`src/design/bbd_pkg.sv`:
```
`timescale 1ns / 1ps
// ----------------------------------------------------------------------------
// bbd_pkg
// Shared constants, register map and types of the Bayer demosaic block.
// ----------------------------------------------------------------------------
package bbd_pkg;

  // fixed field widths
  localparam int PIX_W   = 24;   // raw sample and color channel width
  localparam int DIM_W   = 13;   // image_width / image_height register width
  localparam int TILE_W  = 2;    // cfa_tile register width

  // defaults of the top-level parameters
  localparam int MAX_WIDTH_DEF   = 4096;
  localparam int SAMPLE_BITS_DEF = 24;

  // fixed frame limits
  localparam int MAX_HEIGHT = 4096;
  localparam int ROW_W      = $clog2(MAX_HEIGHT);
  localparam int MIN_DIM    = 3;

  // APB port
  localparam int APB_AW = 4;
  localparam int APB_DW = 32;

  // register indexes (byte address / 4)
  localparam logic [1:0] REG_IMAGE_WIDTH  = 2'd0;
  localparam logic [1:0] REG_IMAGE_HEIGHT = 2'd1;
  localparam logic [1:0] REG_CFA_TILE     = 2'd2;

  // register reset values
  localparam logic [DIM_W-1:0]  WIDTH_RST  = 13'd2880;
  localparam logic [DIM_W-1:0]  HEIGHT_RST = 13'd1860;

  // color filter phase codes
  localparam logic [TILE_W-1:0] TILE_BG = 2'd0;
  localparam logic [TILE_W-1:0] TILE_GB = 2'd1;
  localparam logic [TILE_W-1:0] TILE_GR = 2'd2;
  localparam logic [TILE_W-1:0] TILE_RG = 2'd3;

  localparam logic [TILE_W-1:0] TILE_RST = TILE_BG;

  // register file view handed to the datapath
  typedef struct packed {
    logic [DIM_W-1:0]  image_width;
    logic [DIM_W-1:0]  image_height;
    logic [TILE_W-1:0] cfa_tile;
    logic              restart;      // pulse on a write to a mapped register
  } cfg_t;

  // position of the window center within the filter pattern
  typedef struct packed {
    logic [TILE_W-1:0] cfa_tile;
    logic              row_odd;
    logic              col_odd;
  } phase_t;

endpackage

```
`src/design/bbd_cfg_regs.sv`:
```
`timescale 1ns / 1ps
// ----------------------------------------------------------------------------
// bbd_cfg_regs
// APB register file: geometry and filter phase, restart pulse on write.
// ----------------------------------------------------------------------------
module bbd_cfg_regs (
  input  logic                        clk_i,
  input  logic                        rst_ni,
  input  logic                        psel,
  input  logic                        penable,
  input  logic                        pwrite,
  input  logic [bbd_pkg::APB_AW-1:0]  paddr,
  input  logic [bbd_pkg::APB_DW-1:0]  pwdata,
  output logic [bbd_pkg::APB_DW-1:0]  prdata,
  output logic                        pready,
  output bbd_pkg::cfg_t               cfg_o
);

  logic [bbd_pkg::DIM_W-1:0]  width_q, width_d;
  logic [bbd_pkg::DIM_W-1:0]  height_q, height_d;
  logic [bbd_pkg::TILE_W-1:0] tile_q, tile_d;
  logic                       restart_d;
  logic [1:0]                 idx;
  logic                       wr_en;

  assign pready = 1'b1;
  assign idx    = paddr[3:2];
  assign wr_en  = psel & penable & pwrite;

  always_comb begin
    width_d   = width_q;
    height_d  = height_q;
    tile_d    = tile_q;
    restart_d = 1'b0;
    if (wr_en) begin
      case (idx)
        bbd_pkg::REG_IMAGE_WIDTH: begin
          width_d   = pwdata[bbd_pkg::DIM_W-1:0];
          restart_d = 1'b1;
        end
        bbd_pkg::REG_IMAGE_HEIGHT: begin
          height_d  = pwdata[bbd_pkg::DIM_W-1:0];
          restart_d = 1'b1;
        end
        bbd_pkg::REG_CFA_TILE: begin
          tile_d    = pwdata[bbd_pkg::TILE_W-1:0];
          restart_d = 1'b1;
        end
        default: begin
          restart_d = 1'b0;  // unmapped: ignored
        end
      endcase
    end
  end

  always_comb begin
    case (idx)
      bbd_pkg::REG_IMAGE_WIDTH:  prdata = bbd_pkg::APB_DW'(width_q);
      bbd_pkg::REG_IMAGE_HEIGHT: prdata = bbd_pkg::APB_DW'(height_q);
      bbd_pkg::REG_CFA_TILE:     prdata = bbd_pkg::APB_DW'(tile_q);
      default:                   prdata = '0;
    endcase
  end

  always_ff @(posedge clk_i or negedge rst_ni) begin
    if (!rst_ni) begin
      width_q   <= bbd_pkg::WIDTH_RST;
      height_q  <= bbd_pkg::HEIGHT_RST;
      tile_q    <= bbd_pkg::TILE_RST;
    end else begin
      width_q   <= width_d;
      height_q  <= height_d;
      tile_q    <= tile_d;
    end
  end

  // restart is a combinational pulse so the counters clear at the write edge
  assign cfg_o.image_width  = width_q;
  assign cfg_o.image_height = height_q;
  assign cfg_o.cfa_tile     = tile_q;
  assign cfg_o.restart      = restart_d;

endmodule

```
`config.mk`:
```
export PLATFORM = sky130hd
export DESIGN_NAME = bbd_cfg_regs
export DESIGN_NICKNAME = d
export VERILOG_FILES = /design/src/design/bbd_pkg.sv /design/src/design/bbd_cfg_regs.sv
export SDC_FILE = /design/constraint.sdc
export NUM_CORES = 1
export LEC_CHECK = 0
export ABC_AREA = 1
export BUFFER_PORTS_ARGS = -buffer_cell sky130_fd_sc_hd__clkbuf_2
export CAP_MARGIN = 25
export CORE_MARGIN = 3
export CORE_UTILIZATION = 41
export CTS_CLUSTER_SIZE = 14
export DETAILED_ROUTE_END_ITERATION = 12
export GPL_TIMING_DRIVEN = 0
export PLACE_DENSITY = 0.79
export SYNTH_ARGS = -nofsm -noshare
export SYNTH_HDL_FRONTEND = slang
export SYNTH_SLANG_ARGS = --single-unit
export TNS_END_PERCENT = 10
```
`constraint.sdc`:
```
create_clock -name clk_i -period 1.5 [get_ports clk_i]
set_clock_uncertainty 0.15 [all_clocks]
set_input_delay 0.375 -clock clk_i [delete_from_list [all_inputs] [get_ports clk_i]]
set_output_delay 0.375 -clock clk_i [all_outputs]
set_load 0.005 [all_outputs]
```
* Yosys cells after proc, flatten, opt, wreduce, memory -nomap -nowiden
Index checks and enable logic that the tools add are counted.
** Cells by class
- Eq/ne operators :: 2
- Muxes and demuxes :: 3
- Reductions and logical operators :: 5
- Bitwise operators :: 2
** Operators by type and width (number)
- one-hot mux 13 bit (3 select lines) :: 1
- AND reduction 2 bit :: 3
- OR reduction 3 bit :: 1
- AND 1 bit :: 2
- equality test 2 x 1 -> 1 bit, second input constant :: 1
- equality test 2 bit, second input constant :: 1
- zero test 2 bit :: 1
- 2-to-1 mux 1 bit :: 2
** Storage, ports and cells
- Bits in registers :: 28
- Word-level logic and storage cells :: 15
- Bits of input ports :: 41
- Output and inout bits :: 62

* Logic depth before layout (Yosys ltp)
- Depth after elaboration :: 4
- Mapped depth :: 7
- Depth with buffers taken out :: 6

* Worst setup path after synthesis
OpenSTA, ideal clock, no wires.
- Path kind :: in2out
- From :: input paddr[3] (netlist name)
- To :: output prdata[11] (netlist name)
- Required time :: 0.975 ns
- Slack :: 0.106 ns
- Stages :: 4
- Data arrival time :: 0.869 ns
- Cell sequence :: nor2_2 > buf_2 > nand2_1 > nand2_1
** Between the ends
- Word-level cells in the longest chain between the ends :: 2
- Elaborated cells on any way between the ends :: 4
- Those cells by class :: eq/ne (2); mux (1); reduce/logical (1)
** RTL lines
- from (decl) :: line bbd_cfg_regs.sv:12 : input logic [bbd_pkg::APB_AW-1:0] paddr,
- equality test 2 bit (tied with other cells) :: line bbd_cfg_regs.sv:57 : case (idx)
- one-hot mux 13 bit (3 select lines) (*) :: line bbd_cfg_regs.sv:57
- to (decl) :: line bbd_cfg_regs.sv:14 : output logic [bbd_pkg::APB_DW-1:0] prdata,
Mark *: on every way between the ends. The rest lies on a longest branch, timed or not.

* Worst setup path in the final report
- From :: input paddr[2] (netlist name)
- To :: output prdata[4] (netlist name)
The elaborated chain is that of the path after synthesis.

==> results.toml <==
[synthesis]
yosysTopAreaCell = "dfrtp_1"
synth_cell_type_count = 16
synthTopCellsByArea = "dfrtp_1, nand2_1, dfstp_2, buf_4, buf_6"
syn-cell-area_mm2 = 0.00150
synth_adder_area_share = 0
synth.mux.area_fraction = 0
synth_cells = 199
synth_compound_area_frac = 0.00999
synth-simple-area-share = 0.357
synth_top_family_by_area = "simple AND/OR/NAND/NOR gates"
yosysWarnings = 0
synth_seq_cells = 28
seq_area_frac_synth = 0.474
synth_top_area_share = 0.316
avgSynthCellArea_um2 = 7.55
synthXorXnorAreaFrac = 0

[route]
antenna_left = 0
drtIter0Drc = 64
wl_um = 3720
wl_per_cell_um = 11.2
via_per_inst = 4.29
drc = 0
num_vias = 1429
first_pass_iters = 4

[place]
io_buffers = 61
place_hpwl_um = 2720
place_area_mm2 = 0.00193
dp_slack_ps = -319
gp_congestion = 0.807

[timing]
finalSetupViolCount = 13
slew_violations = 0
layout_min_cycle_time_ps = 1570
maxSlewHeadroom = 0.542
rsz0062_at_grt = "true"
timing.final.crit_share = 1.05
worst_pin_slew_ps = 687
setup_slack_ps = -68.5
hold_viol_final = 0
max_freq_mhz = 638

[setup_path]
slowest_delay_ps = 160
critPathTopFamily = "buffers and inverters"
crit_path_end_kind = "primary output"
path_cells = "clkbuf_8 -> nor2_4 -> buf_6 -> nand2_1 -> nand2_1 -> clkbuf_2"
cp.depth = 6
crit_top_cell = "nand2_1"
reg2reg_to = "width_q[11]$_DFFE_PN1P_"
reg2reg_from = "width_q[11]$_DFFE_PN1P_"
worstPathRequired_ps = 970
reg2regPathDepth = 2
crit_start = "paddr[2]"
worst-path-buf-inv = 3
worstSetupPathType = "input pin to primary output"
cp-endpoint = "prdata[4]"
path_max_fanout = 10
cp-start-kind = "input pin"
r2r_slack_ps = 630
cpMaxStageDelayCell = "buf_6"
crit_arrival_ps = 1040

[finish]
nets = 329
diodes = 0
drive_gt1_frac = 0.415
area_delta_synth_final_pct = 40.9
final_common_cell = "nand2_1"
layout.cells.most_common_list = "nand2_1, clkbuf_2, buf_4, conb_1, dfrtp_1"
final_area_mm2 = 0.00212

[power]
vdd_drop_max_mv = 0.473
sw_frac_of_total = 0.286
power.density_mw_per_mm2 = 1060
internal_power_mw = 1.60
comb_power_share = 0.258
total_power_mw = 2.24
p_clk_frac = 0.262
p_leak_nw = 1.28
netSwitchingPower_mw = 0.638
pwr-share-seq = 0.480

[floorplanning]
die_h_um = 66.5
core_mm2 = 0.00344
start_util = 0.437
die_area_mm2 = 0.00443
rows = 21
io_pins = 103
die_w_um = 66.5

[flow_run]
drv_cap = 0

[clock_network]
insertion_delay_ps = 270
cts_tree = "yes"
clock-sinks = 28
cts_buffers = 3
clock_path_buffers = 2
htreeDepth = 1
cts.clk_slew.worst_paths_ps = 90
cts_root_buffer = "clkbuf_8"

[global_route]
grt_max_degree = 29
grt_antenna_before_repair = 0
grt_pass1_wl_um = 5950
overflow = 0
grt_usage = 0.178
grt_pass1_vias = 1291

[min_path]
hold_class = "input pin to flop"

[outcome]
run_status = "complete, but fails checks"
violations = "setup timing"
==> cell type report <==
type	count	area, um^2
buffer	27	225
inverter	5	26.3
timing repair buffer	66	373
sequential	28	712
fill	341	1330
multi-input combinational	157	652
clock inverter	1	30.0
clock buffer	3	41.3
tap	46	57.6
==> tightest hold or removal path, stage by stage <==
cell      delay, ps
clkbuf_2         90
nand2_1          50
nand2_1          40
==> cell families (layout without fill, tap and decap cells) <==
logic type	after synthesis	after routing
other	2	20
buffers and inverters	32	102
AND/OR/NAND/NOR	134	134
flip-flops	28	28
AO/OA/AOI/OAI	3	3
==> routing by layer <==
metal  part of all wire  GRT usage  vias to the layer above  routed length (um)
met3              0.064     0.0236                        2                 238
met1               0.42      0.227                      634                1560
met5                  0          0                        -                   0
met2               0.51      0.309                       50                1900
met4             0.0051     0.0533                        0                  19
li1                   -          -                      743                   -
==> metrics by stage <==
stage	setup TNS, ps	hold WS, ps	cells	utilization
after global placement	-2960	298	324	0.562
after CTS	-672	126	333	0.609
final	-691	134	333	0.615
after detailed placement	-3140	299	324	0.562
after floorplan	0	-70.6	217	-
after global routing	-1530	129	333	0.615
==> power groups by stage <==
stage / clock network (mW) / registers [mW] / logic [mW]
2_1_floorplan: 0 / 1.08 / 0.244
3_3_place_gp: 0 / 1.08 / 0.533
3_5_place_dp: 0 / 1.08 / 0.547
4_1_cts: 0.604 / 1.07 / 0.575
5_1_grt: 0.638 / 1.10 / 0.662
6_report: 0.587 / 1.07 / 0.577
==> cells in the mapped netlist (all sizes together) <==
cell / n
inv: 5
conb: 2
dfstp: 9
nand3: 5
nand2: 125
buf: 27
nor2: 4
o21ai: 2
dfrtp: 19
a21oi: 1
==> sequential cells by signal (all words and copies together) (netlist names) <==
name      count
tile_q        2
height_q     13
width_q      13
==> worst min path at each step <==
stage               depth (start not counted)                       end        from
global placement                            1     tile_q[0]$_DFFE_PN0P_      rst_ni
finish                                      3   height_q[6]$_DFFE_PN1P_   pwdata[6]
CTS                                         3  height_q[10]$_DFFE_PN1P_  pwdata[10]
detailed placement                          1   height_q[0]$_DFFE_PN0P_      rst_ni
global route                                3    width_q[9]$_DFFE_PN1P_   pwdata[9]
floorplan                                   0   height_q[0]$_DFFE_PN0P_      rst_ni
==> repair_timing <==
item,4_1_cts,5_1_grt
pin swaps,8,2
gates resized for setup,16,9
endpoints found under the setup margin,13,17
hold buffers,1,0
setup buffers,3,0
endpoints found under the hold margin,19,0
cloned,1,0
Note: power is estimated with default switching activity, not from simulation.
