$ cat src/design/bbd_pkg.sv
`timescale 1ns / 1ps
// ----------------------------------------------------------------------------
// bbd_pkg
// Shared constants, register map and types of the Bayer demosaic block.
// ----------------------------------------------------------------------------
package bbd_pkg;

  // fixed field widths
  localparam int PIX_W   = 24;   // raw sample and color channel width
  localparam int DIM_W   = 13;   // image_width / image_height register width
  localparam int TILE_W  = 2;    // cfa_tile register width

  // defaults of the top-level parameters
  localparam int MAX_WIDTH_DEF   = 4096;
  localparam int SAMPLE_BITS_DEF = 24;

  // fixed frame limits
  localparam int MAX_HEIGHT = 4096;
  localparam int ROW_W      = $clog2(MAX_HEIGHT);
  localparam int MIN_DIM    = 3;

  // APB port
  localparam int APB_AW = 4;
  localparam int APB_DW = 32;

  // register indexes (byte address / 4)
  localparam logic [1:0] REG_IMAGE_WIDTH  = 2'd0;
  localparam logic [1:0] REG_IMAGE_HEIGHT = 2'd1;
  localparam logic [1:0] REG_CFA_TILE     = 2'd2;

  // register reset values
  localparam logic [DIM_W-1:0]  WIDTH_RST  = 13'd2880;
  localparam logic [DIM_W-1:0]  HEIGHT_RST = 13'd1860;

  // color filter phase codes
  localparam logic [TILE_W-1:0] TILE_BG = 2'd0;
  localparam logic [TILE_W-1:0] TILE_GB = 2'd1;
  localparam logic [TILE_W-1:0] TILE_GR = 2'd2;
  localparam logic [TILE_W-1:0] TILE_RG = 2'd3;

  localparam logic [TILE_W-1:0] TILE_RST = TILE_BG;

  // register file view handed to the datapath
  typedef struct packed {
    logic [DIM_W-1:0]  image_width;
    logic [DIM_W-1:0]  image_height;
    logic [TILE_W-1:0] cfa_tile;
    logic              restart;      // pulse on a write to a mapped register
  } cfg_t;

  // position of the window center within the filter pattern
  typedef struct packed {
    logic [TILE_W-1:0] cfa_tile;
    logic              row_odd;
    logic              col_odd;
  } phase_t;

endpackage

$ cat src/design/bbd_interp.sv
`timescale 1ns / 1ps
// ----------------------------------------------------------------------------
// bbd_interp
// Bilinear interpolation of one 3x3 window into three color channels.
// ----------------------------------------------------------------------------
module bbd_interp #(
  parameter int DW = bbd_pkg::SAMPLE_BITS_DEF
) (
  input  bbd_pkg::phase_t phase_i,
  input  logic [DW-1:0]   tl_i,
  input  logic [DW-1:0]   tm_i,
  input  logic [DW-1:0]   tr_i,
  input  logic [DW-1:0]   ml_i,
  input  logic [DW-1:0]   ctr_i,
  input  logic [DW-1:0]   mr_i,
  input  logic [DW-1:0]   bl_i,
  input  logic [DW-1:0]   bm_i,
  input  logic [DW-1:0]   br_i,
  output logic [DW-1:0]   ch0_o,
  output logic [DW-1:0]   ch1_o,
  output logic [DW-1:0]   ch2_o
);

  logic          g0, b0, side, green;
  logic [DW:0]   vert_s, horiz_s;
  logic [DW+1:0] diag_s, orth_s;
  logic [DW-1:0] vert, horiz, diag, orth;

  assign g0    = phase_i.cfa_tile inside {bbd_pkg::TILE_GB, bbd_pkg::TILE_GR};
  assign b0    = phase_i.cfa_tile inside {bbd_pkg::TILE_GR, bbd_pkg::TILE_RG};
  assign side  = b0 ^ phase_i.row_odd;
  assign green = phase_i.col_odd ^ g0 ^ phase_i.row_odd;

  // rounded means
  assign vert_s  = (DW+1)'(tm_i) + (DW+1)'(bm_i) + (DW+1)'(1);
  assign horiz_s = (DW+1)'(ml_i) + (DW+1)'(mr_i) + (DW+1)'(1);
  assign diag_s  = (DW+2)'(tl_i) + (DW+2)'(tr_i) + (DW+2)'(bl_i) + (DW+2)'(br_i)
                 + (DW+2)'(2);
  assign orth_s  = (DW+2)'(tm_i) + (DW+2)'(ml_i) + (DW+2)'(mr_i) + (DW+2)'(bm_i)
                 + (DW+2)'(2);

  assign vert  = vert_s[DW:1];
  assign horiz = horiz_s[DW:1];
  assign diag  = diag_s[DW+1:2];
  assign orth  = orth_s[DW+1:2];

  always_comb begin
    if (green) begin
      ch1_o = ctr_i;
      ch0_o = side ? vert : horiz;
      ch2_o = side ? horiz : vert;
    end else begin
      ch1_o = orth;
      ch0_o = side ? diag : ctr_i;
      ch2_o = side ? ctr_i : diag;
    end
  end

endmodule

$ cat config.mk
export PLATFORM = sky130hd
export DESIGN_NAME = bbd_interp
export DESIGN_NICKNAME = d
export VERILOG_FILES = /design/src/design/bbd_pkg.sv /design/src/design/bbd_interp.sv
export SDC_FILE = /design/constraint.sdc
export NUM_CORES = 1
export LEC_CHECK = 0
export ABC_CLOCK_PERIOD_IN_PS = 3300
export BUFFER_PORTS_ARGS = -buffer_cell sky130_fd_sc_hd__buf_2
export CORE_ASPECT_RATIO = 1.2
export CORE_MARGIN = 4
export CORE_UTILIZATION = 49
export DETAILED_ROUTE_END_ITERATION = 7
export PLACE_DENSITY_LB_ADDON = 0.08
export SLEW_MARGIN = 20
export SYNTH_ARGS = -nofsm -noshare
export SYNTH_HDL_FRONTEND = slang
export SYNTH_SLANG_ARGS = --single-unit
$ cat constraint.sdc
create_clock -name vclk -period 3.3
set_clock_uncertainty 0.2 [all_clocks]
set_input_delay 0.165 -clock vclk [all_inputs]
set_output_delay 0.165 -clock vclk [all_outputs]
set_load 0.03 [all_outputs]
# Word-level counts from Yosys, hierarchy flattened
# Index checks and enable logic that the tools add are counted.
dict set report word_totals {
  inputBits 220
  word_cells 27
  out_inout_bits 72
  regBits 0
}
dict set report classes {
  n_mux 7
  eq_ne 3
  bitwise 3
  add_sub_neg 12
  reduce_logical 2
}
# operator n
set ops {}
lappend ops {{24-bit two-way mux} 7}
lappend ops {{24-bit by 24-bit adder with 25-bit output} 4}
lappend ops {{25-bit by 24-bit adder with 26-bit output} 2}
lappend ops {{26-bit by 2-bit adder with 26-bit output, second input constant} 2}
lappend ops {{26-bit by 24-bit adder with 26-bit output} 2}
lappend ops {{25-bit by 1-bit adder with 25-bit output, second input constant} 2}
lappend ops {{2-bit == test, second input constant} 2}
lappend ops {{2-bit nonzero test} 2}
lappend ops {{1-bit XOR} 3}
lappend ops {{2-bit by 1-bit == test with 1-bit output, second input constant} 1}

# Longest topological paths before layout
# Gate-level depths: netlist (run 1).
dict set report depth {
  word_depth 6
  ltp_mapped 14
  mapped_depth_nobuf 13
}

# Least setup slack after synthesis (run 1)
# No wires, ideal clock.
dict set report synth_timing {
  path_type {input-to-output}
  start {input tm_i[7]}
  end {output ch1_o[19]}
  t_required_ns 2.935
  path_stages 13
  arrival_ns 3.864
  slack_ns -0.929
  path_cell_list {inv_1 > fa_1 > fa_1 > inv_1 > ha_1 > and3_1 > a31o_1 > a221o_1 > o31ai_2 > a21bo_2 > a21oi_1 > o21a_1 > o31ai_1}
}
dict set report synth_between {
  elab_chain_cells 5
}
# element line_no
set synth_rtl {}
lappend synth_rtl {{from (decl)} bbd_interp.sv:11} ;# input logic [DW-1:0] tm_i,
lappend synth_rtl {{24-bit by 24-bit adder with 25-bit output} bbd_interp.sv:39} ;# assign orth_s = (DW+2)'(tm_i) + (DW+2)'(ml_i) + (DW+2)'(mr_i) + (DW+2)'(bm_i)
lappend synth_rtl {{25-bit by 24-bit adder with 26-bit output} bbd_interp.sv:39}
lappend synth_rtl {{26-bit by 24-bit adder with 26-bit output} bbd_interp.sv:39}
lappend synth_rtl {{26-bit by 2-bit adder with 26-bit output} bbd_interp.sv:40} ;# + (DW+2)'(2);
lappend synth_rtl {{24-bit two-way mux} bbd_interp.sv:48} ;# if (green) begin
lappend synth_rtl {{to (decl)} bbd_interp.sv:20} ;# output logic [DW-1:0] ch1_o,
# No other way between the ends.

# Final worst setup path (run 1)
dict set report layout_timing {
  start {input ml_i[9]}
  end {output ch1_o[19]}
}
dict set report layout_between {
  elab_chain_cells 5
}
# element line_no
set layout_rtl {}
lappend layout_rtl {{from (decl)} bbd_interp.sv:13} ;# input logic [DW-1:0] ml_i,
lappend layout_rtl {{24-bit by 24-bit adder with 25-bit output} bbd_interp.sv:39}
lappend layout_rtl {{25-bit by 24-bit adder with 26-bit output} bbd_interp.sv:39}
lappend layout_rtl {{26-bit by 24-bit adder with 26-bit output} bbd_interp.sv:39}
lappend layout_rtl {{26-bit by 2-bit adder with 26-bit output} bbd_interp.sv:40}
lappend layout_rtl {{24-bit two-way mux} bbd_interp.sv:48}
# No other way between the ends.

==> impl_results.md, run 1 <==
- GPL Wtd Cong: ~0.98
- Clock power share: 0%
- Critical Path Max Stage Delay: roughly 0.56 ns
- Relative slew slack: between 40% and 50%
- HPWL after DPL: ~25 mm
- Logic gate share of total power: 100.0%
- Minimum clock period: 3.871 ns
- CP startpoint kind: input port
- Failing checks: setup timing
- CP endpoint kind: output port
- Lkg Pwr: around 7 nW
- Post-DR wirelength/cell: around 17 µm
- Fin cells: 1881
- Peak VDD IR: 0.6263 mV
- WP buf/inv: 4
- Cells after DPL: ~1900
- Multi-input logic area: 8685 µm²
- Input/output buffers: a little under 300
- CLK BUF: 0
- Slowest CP cell: fa_1
- Maximum capacitance violations: 0
- Delay-heaviest family, CP: compound AO/OA/AOI/OAI gates
- RSZ-0062 raised after global routing: true
- PnR worst setup slack: -0.5710 ns
- Final core utilization: around four fifths
- Net Count, Synth: 1585
- Total power: roughly 7.7 mW
- Arr. time, crit path: 3.51 ns
- Register area: 0 µm²
- Gr ovfl total: 0
- First drt pass iteration count: 5
- Peak Freq: ~260 MHz
- Commonest non-fill, non-tap cell in the layout: inv_1
- Final wirelength: between 30 and 40 mm
- Synth-to-Final Area Change: 62.07%
- Hold Crit Class: input port to output port
- Fraction of power spent switching nets: 53.57%
- Final hold vios: 0
- Final #Nets: around 2100
- Hold worst-path end: ch1_o[14]
- Hold Path Depth: 4
- Largest net degree at the start of global routing: 34
- Pwr Density: approximately 560 nW/µm²
- # rows: 52
- Die ar.: slightly below 20000 µm²
- Share of the synthesized area in the top cell type: 22.66%
- Gr usage total: between 30% and 40%
- Register share of total power: 0%
- Drt via density: roughly 5.5
- Starting DRT DRC Count: approximately 400
- Initial antenna violation count: 0
- Final worst path period share: 117.3%
- Antenna fix cells: 0
- Initial Util: approximately half
- CP startpoint: ml_i[9]
- Core area: between 15000 and 20000 µm²
- Critical path, cell by cell: buf_4, inv_2, fa_1, fa_1, inv_2, ha_4, and3_4, a31o_1, a221o_1, o31ai_4, a21bo_4, a21oi_4, o21a_1, o31ai_4, buf_6
- Commonest cells after routing, fill and taps aside: 233 x inv_1, 230 x buf_4, 207 x buf_2
- Post-synth cell types: around 70
- FF+latch count: 0
- Filler cell count: 1152
- Worst Tran Pin Value: between 0.8 and 0.9 ns
- Avg Cell Area, Syn: between 7 and 8 µm²
- Sw power: ~4.1 mW
- Hold Crit Start: ctr_i[14]
- Boundary pin count: 292
- Critical path class: input port to output port
- Die Span Y: 152.1 µm
- CP Max Fanout: 3
- Final Max Tran Viols: 0
- Share of cells above drive strength 1: between 40 and 50%
- Post-synthesis instance area: around 8500 µm²
- First-pass GRT wire length: roughly 50 mm
- Ys Warns: 0
- Status: complete, but fails checks
- Leading area contributor after synthesis: fa_1
- Post-Syn Instances: approximately 1200
- Via count: a little over 10000
- Data required time of the worst path: just under 3 ns
- Pint: between 3 and 4 mW
- DRC: 0
- Setup_tns: -20.86 ns
- Vias in the first global route: approximately 11000
- Detail Route Antenna Nets: 0
- Final Setup Violations: 58
- Top post-synthesis cells by area: fa_1 23%, ha_1 14%, inv_1 12%, a21oi_1 5.1%, xnor2_1 5.0%
- Register area share after synthesis: 0%
- Die Span X: about 130 µm
worst min-delay path: stages:
cell and delay [ns]:
buf_2 0.10, nand2_1 0.06, o21ai_2 0.06, buf_6 0.12
routing by layer:
layer  vias up  global-route usage [%]  share of wire [%]
li1       4913                       -                  -
met1      4903                   32.64                 34
met2       382                   58.94                 55
met3       121                   1.861                4.6
met4         0                   12.84                5.9
met5         -                       0                  0
worst max-delay path by stage:
stage | cells after the start | to | slack, ns
CTS | 16 | ch1_o[17] | -0.52
floorplan | 13 | ch1_o[19] | -0.32
detailed placement | 16 | ch1_o[14] | -0.68
global placement | 16 | ch1_o[14] | -0.65
finish | 15 | ch1_o[19] | -0.57
global route | 16 | ch1_o[11] | -0.66
synth_stat cells (3+ instances only):
library cell  count
inv_1           274
ha_1             98
fa_1             96
nand2_1          93
a21oi_1          87
o21ai_0          63
nor2_1           60
xnor2_1          48
mux2i_1          30
a21o_1           27
xor2_1           25
clkbuf_1         24
nand3_1          19
nor3_1           17
o21a_1           17
a31oi_1          16
a211oi_1         15
o21ai_1          14
nor2b_1          11
o211ai_1         10
o31ai_1          10
and3_1            8
or3_1             8
nand2b_1          7
nand4_1           7
o22ai_1           7
a41oi_1           6
o31a_1            6
o21bai_1          5
a221oi_1          4
or2_2             4
a211o_1           3
a221o_1           3
and2_1            3
or4_1             3
layout make-up:
type	count	share of cell area [%]
tap	216	1.966
inverter	274	7.720
timing repair buffer	521	27.13
multi-input combinational	870	63.19
power by group through the flow:
stage                     logic, mW  registers [mW]  clock network, mW
after floorplan                4.11               0                  0
after global placement         6.01               0                  0
after detailed placement       6.12               0                  0
after CTS                      7.12               0                  0
after global routing           8.29               0                  0
final                          7.74               0                  0
timing repair:
action / in CTS / in global routing
setup buffers: 12 / 17
gates resized for setup: 226 / 98
hold buffers: 0 / 0
setup endpoints to repair: 60 / 63
pin swaps: 67 / 77
per-stage QoR:
step                setup slack, ns  hold WS [ns]  area [µm²]
floorplan                   -0.3208        0.2965        9094
global placement            -0.6476        0.5062       12320
detailed placement          -0.6768        0.5031       12320
CTS                         -0.5224        0.4558       13210
global route                -0.6618        0.4896       13740
finish                      -0.5710        0.4716       13740
cells by family after synthesis:
kind of cell	after synthesis	synth area share, %
AOI/OAI and AO/OA	322	24.56
adders and majority gates	194	37.12
and+or+nand+nor	250	13.62
xor gates and xnor gates	73	7.539
muxes	31	3.806
buffers and inverters	301	13.35
Power figures use the tool's default switching activity.
==> run 2, diff against run 1 <==
--- a/config.mk
+++ b/config.mk
@@ -5,7 +5,6 @@
 export SDC_FILE = /design/constraint.sdc
 export NUM_CORES = 1
 export LEC_CHECK = 0
-export ABC_CLOCK_PERIOD_IN_PS = 3300
 export BUFFER_PORTS_ARGS = -buffer_cell sky130_fd_sc_hd__buf_2
 export CORE_ASPECT_RATIO = 1.2
 export CORE_MARGIN = 4
==> constraint.sdc (replaced) <==
create_clock -name vclk -period 3.5
set_clock_uncertainty 0.2 [all_clocks]
set_input_delay 0.175 -clock vclk [all_inputs]
set_output_delay 0.175 -clock vclk [all_outputs]
set_load 0.03 [all_outputs]
==> impl_results.md, run 2 (same netlist as run 1, synthesis figures left out) <==
- Status: complete, but fails checks
- Failing checks: setup timing
- Final core utilization: 76.35% (-4.9 points)
- Maximum capacitance violations: 0 (unchanged)
- Final worst path period share: 110.5%
- CP endpoint kind: output port
- Die Span X: 128.1 µm (unchanged)
- Peak Freq: roughly 260 MHz
- First drt pass iteration count: 4 (-1)
- Synth-to-Final Area Change: 52.30%
- Minimum clock period: about 3.9 ns
- Vias in the first global route: 10090 (-5.3%)
- Relative slew slack: 32.19% (-11 points)
- # rows: 52 (unchanged)
- Commonest cells after routing, fill and taps aside: 243 x inv_1, 221 x buf_2, 181 x buf_4
- Filler cell count: 1333 (+16%)
- Final Max Tran Viols: 0 (unchanged)
- Lkg Pwr: 6.823 nW (-4.9%)
- Met3 Resource Use GR: 1.826% (-0.035 points)
- M2 GR Usage: 56.24% (-2.7 points)
- Die Span Y: 152.1 µm (unchanged)
- Hold Crit Start: ctr_i[22]
- Pwr Density: 523.8 nW/µm² (-7.0%)
- CP startpoint kind: input port
- Worst Tran Pin Value: 1.012 ns (+0.1606 ns)
- Met1 global-route usage: 30.51% (-2.1 points)
- Final wirelength: 29.59 mm (-5.6%)
- Detail Route Antenna Nets: 0 (unchanged)
- Initial Util: 50.13% (unchanged)
- Input/output buffers: 292 (unchanged)
- Gr usage total: 28.44% (-1.7 points)
- Peak VDD IR: 0.4062 mV (-35%)
- Antenna fix cells: 0 (unchanged)
- Core area: 16920 µm² (unchanged)
- Initial antenna violation count: 0 (unchanged)
- FF+latch count: 0 (unchanged)
- DRC: 0 (unchanged)
- GPL Wtd Cong: 0.9428 (-3.6%)
- Drt via density: 5.419 (-1.2%)
- PnR worst setup slack: -0.3677 ns (+0.2033 ns)
- First-pass GRT wire length: 45.99 mm (-6.4%)
- CTS hold repair buffers: 0 (unchanged)
- Data required time of the worst path: 3.12 ns (+0.19 ns)
- Gr ovfl total: 0 (unchanged)
- Fin cells: 1823 (-3.1%)
- Share of cells above drive strength 1: 40.82% (-4.2 points)
- CP Max Fanout: 4 (+1)
- Arr. time, crit path: 3.49 ns (-0.02 ns)
- Starting DRT DRC Count: 391 (-1.3%)
- Commonest non-fill, non-tap cell in the layout: inv_1
- Register area: 0 µm² (unchanged)
- Boundary pin count: 292 (unchanged)
- RSZ-0062 raised after global routing: true
- Hold Crit Class: input port to output port
- Hold worst-path end: ch1_o[22]
- HPWL after DPL: 24.54 mm (-3.4%)
- CLK BUF: 0 (unchanged)
- Hold Path Depth: 4 (unchanged)
- Via count: 9879 (-4.3%)
- Final Setup Violations: 54 (-6.9%)
- Final #Nets: 2023 (-2.8%)
- Final hold vios: 0 (unchanged)
- Die ar.: 19490 µm² (unchanged)
- Post-DR wirelength/cell: 16.23 µm (-2.6%)
- Critical path class: input port to output port
- Cells after DPL: 1807 (-2.7%)
- GR peak layer: met2
- Largest net degree at the start of global routing: 65 (+91%)
==> run 2: changes by cell type in the layout (fill, tap and decap cells not counted), sizes merged <==
cell,before,now
buf,521,463
==> run 2: final cells by class <==
cell class | count | area [µm²] | area share [%]
timing repair buffer | 463 | 3177 | 24.60
multi-input combinational | 870 | 8423 | 65.21
tap | 216 | 270.3 | 2.092
inverter | 274 | 1046 | 8.098
==> run 2: per-stage QoR <==
step | cell area (µm²) | TNS, ns | hold WS (ns) | power, mW | setup slack (ns)
after floorplan | 8831 | -0.5433 | 0.3165 | 3.663 | -0.1545
after global placement | 11690 | -15.69 | 0.5199 | 5.395 | -0.4447
after detailed placement | 11690 | -18.26 | 0.5235 | 5.468 | -0.4789
after CTS | 12550 | -12.07 | 0.4925 | 6.340 | -0.3994
after global routing | 12920 | -18.82 | 0.5057 | 7.286 | -0.5014
final | 12920 | -11.91 | 0.4768 | 6.766 | -0.3677
==> run 2: power breakdown <==
part / internal [mW] / switching (mW)
clock network: 0 / 0
registers: 0 / 0
logic: 3.08 / 3.69
==> run 2: how the worst max path moves through the flow <==
stage                 to  slack [ns]     start  cells after the start
2_1_floorplan  ch1_o[19]       -0.15   mr_i[5]                     13
3_3_place_gp   ch1_o[19]       -0.44   mr_i[5]                     15
3_5_place_dp   ch1_o[19]       -0.48   mr_i[5]                     15
4_1_cts        ch1_o[20]       -0.40   ml_i[5]                     16
5_1_grt        ch0_o[21]       -0.50  tl_i[10]                     17
6_report       ch2_o[19]       -0.37   tl_i[2]                     16
==> run 2: timing repair <==
| item | 4_1_cts | 5_1_grt |
|---|---|---|
| pin swaps | 97 | 62 |
| resized for setup | 204 | 78 |
| endpoints found under the hold margin | 0 | 0 |
| setup endpoints to repair | 58 | 61 |
| setup buffers | 13 | 11 |
==> run 2: critical path, stage by stage <==
cell	delay [ns]
buf_6	0.07
inv_4	0.03
fa_1	0.51
fa_1	0.52
inv_2	0.05
ha_4	0.25
nand4b_1	0.16
a21oi_4	0.09
nor3_4	0.34
buf_6	0.15
buf_4	0.11
o21ai_4	0.06
a21oi_2	0.19
xnor2_2	0.11
mux4_2	0.50
buf_6	0.16
==> run 2: layer usage <==
metal / vias to the layer above / wire (µm)
met3: 72 / 1379
met2: 293 / 16420
li1: 4793 / -
met4: 0 / 1363
met5: - / 0
met1: 4721 / 10430
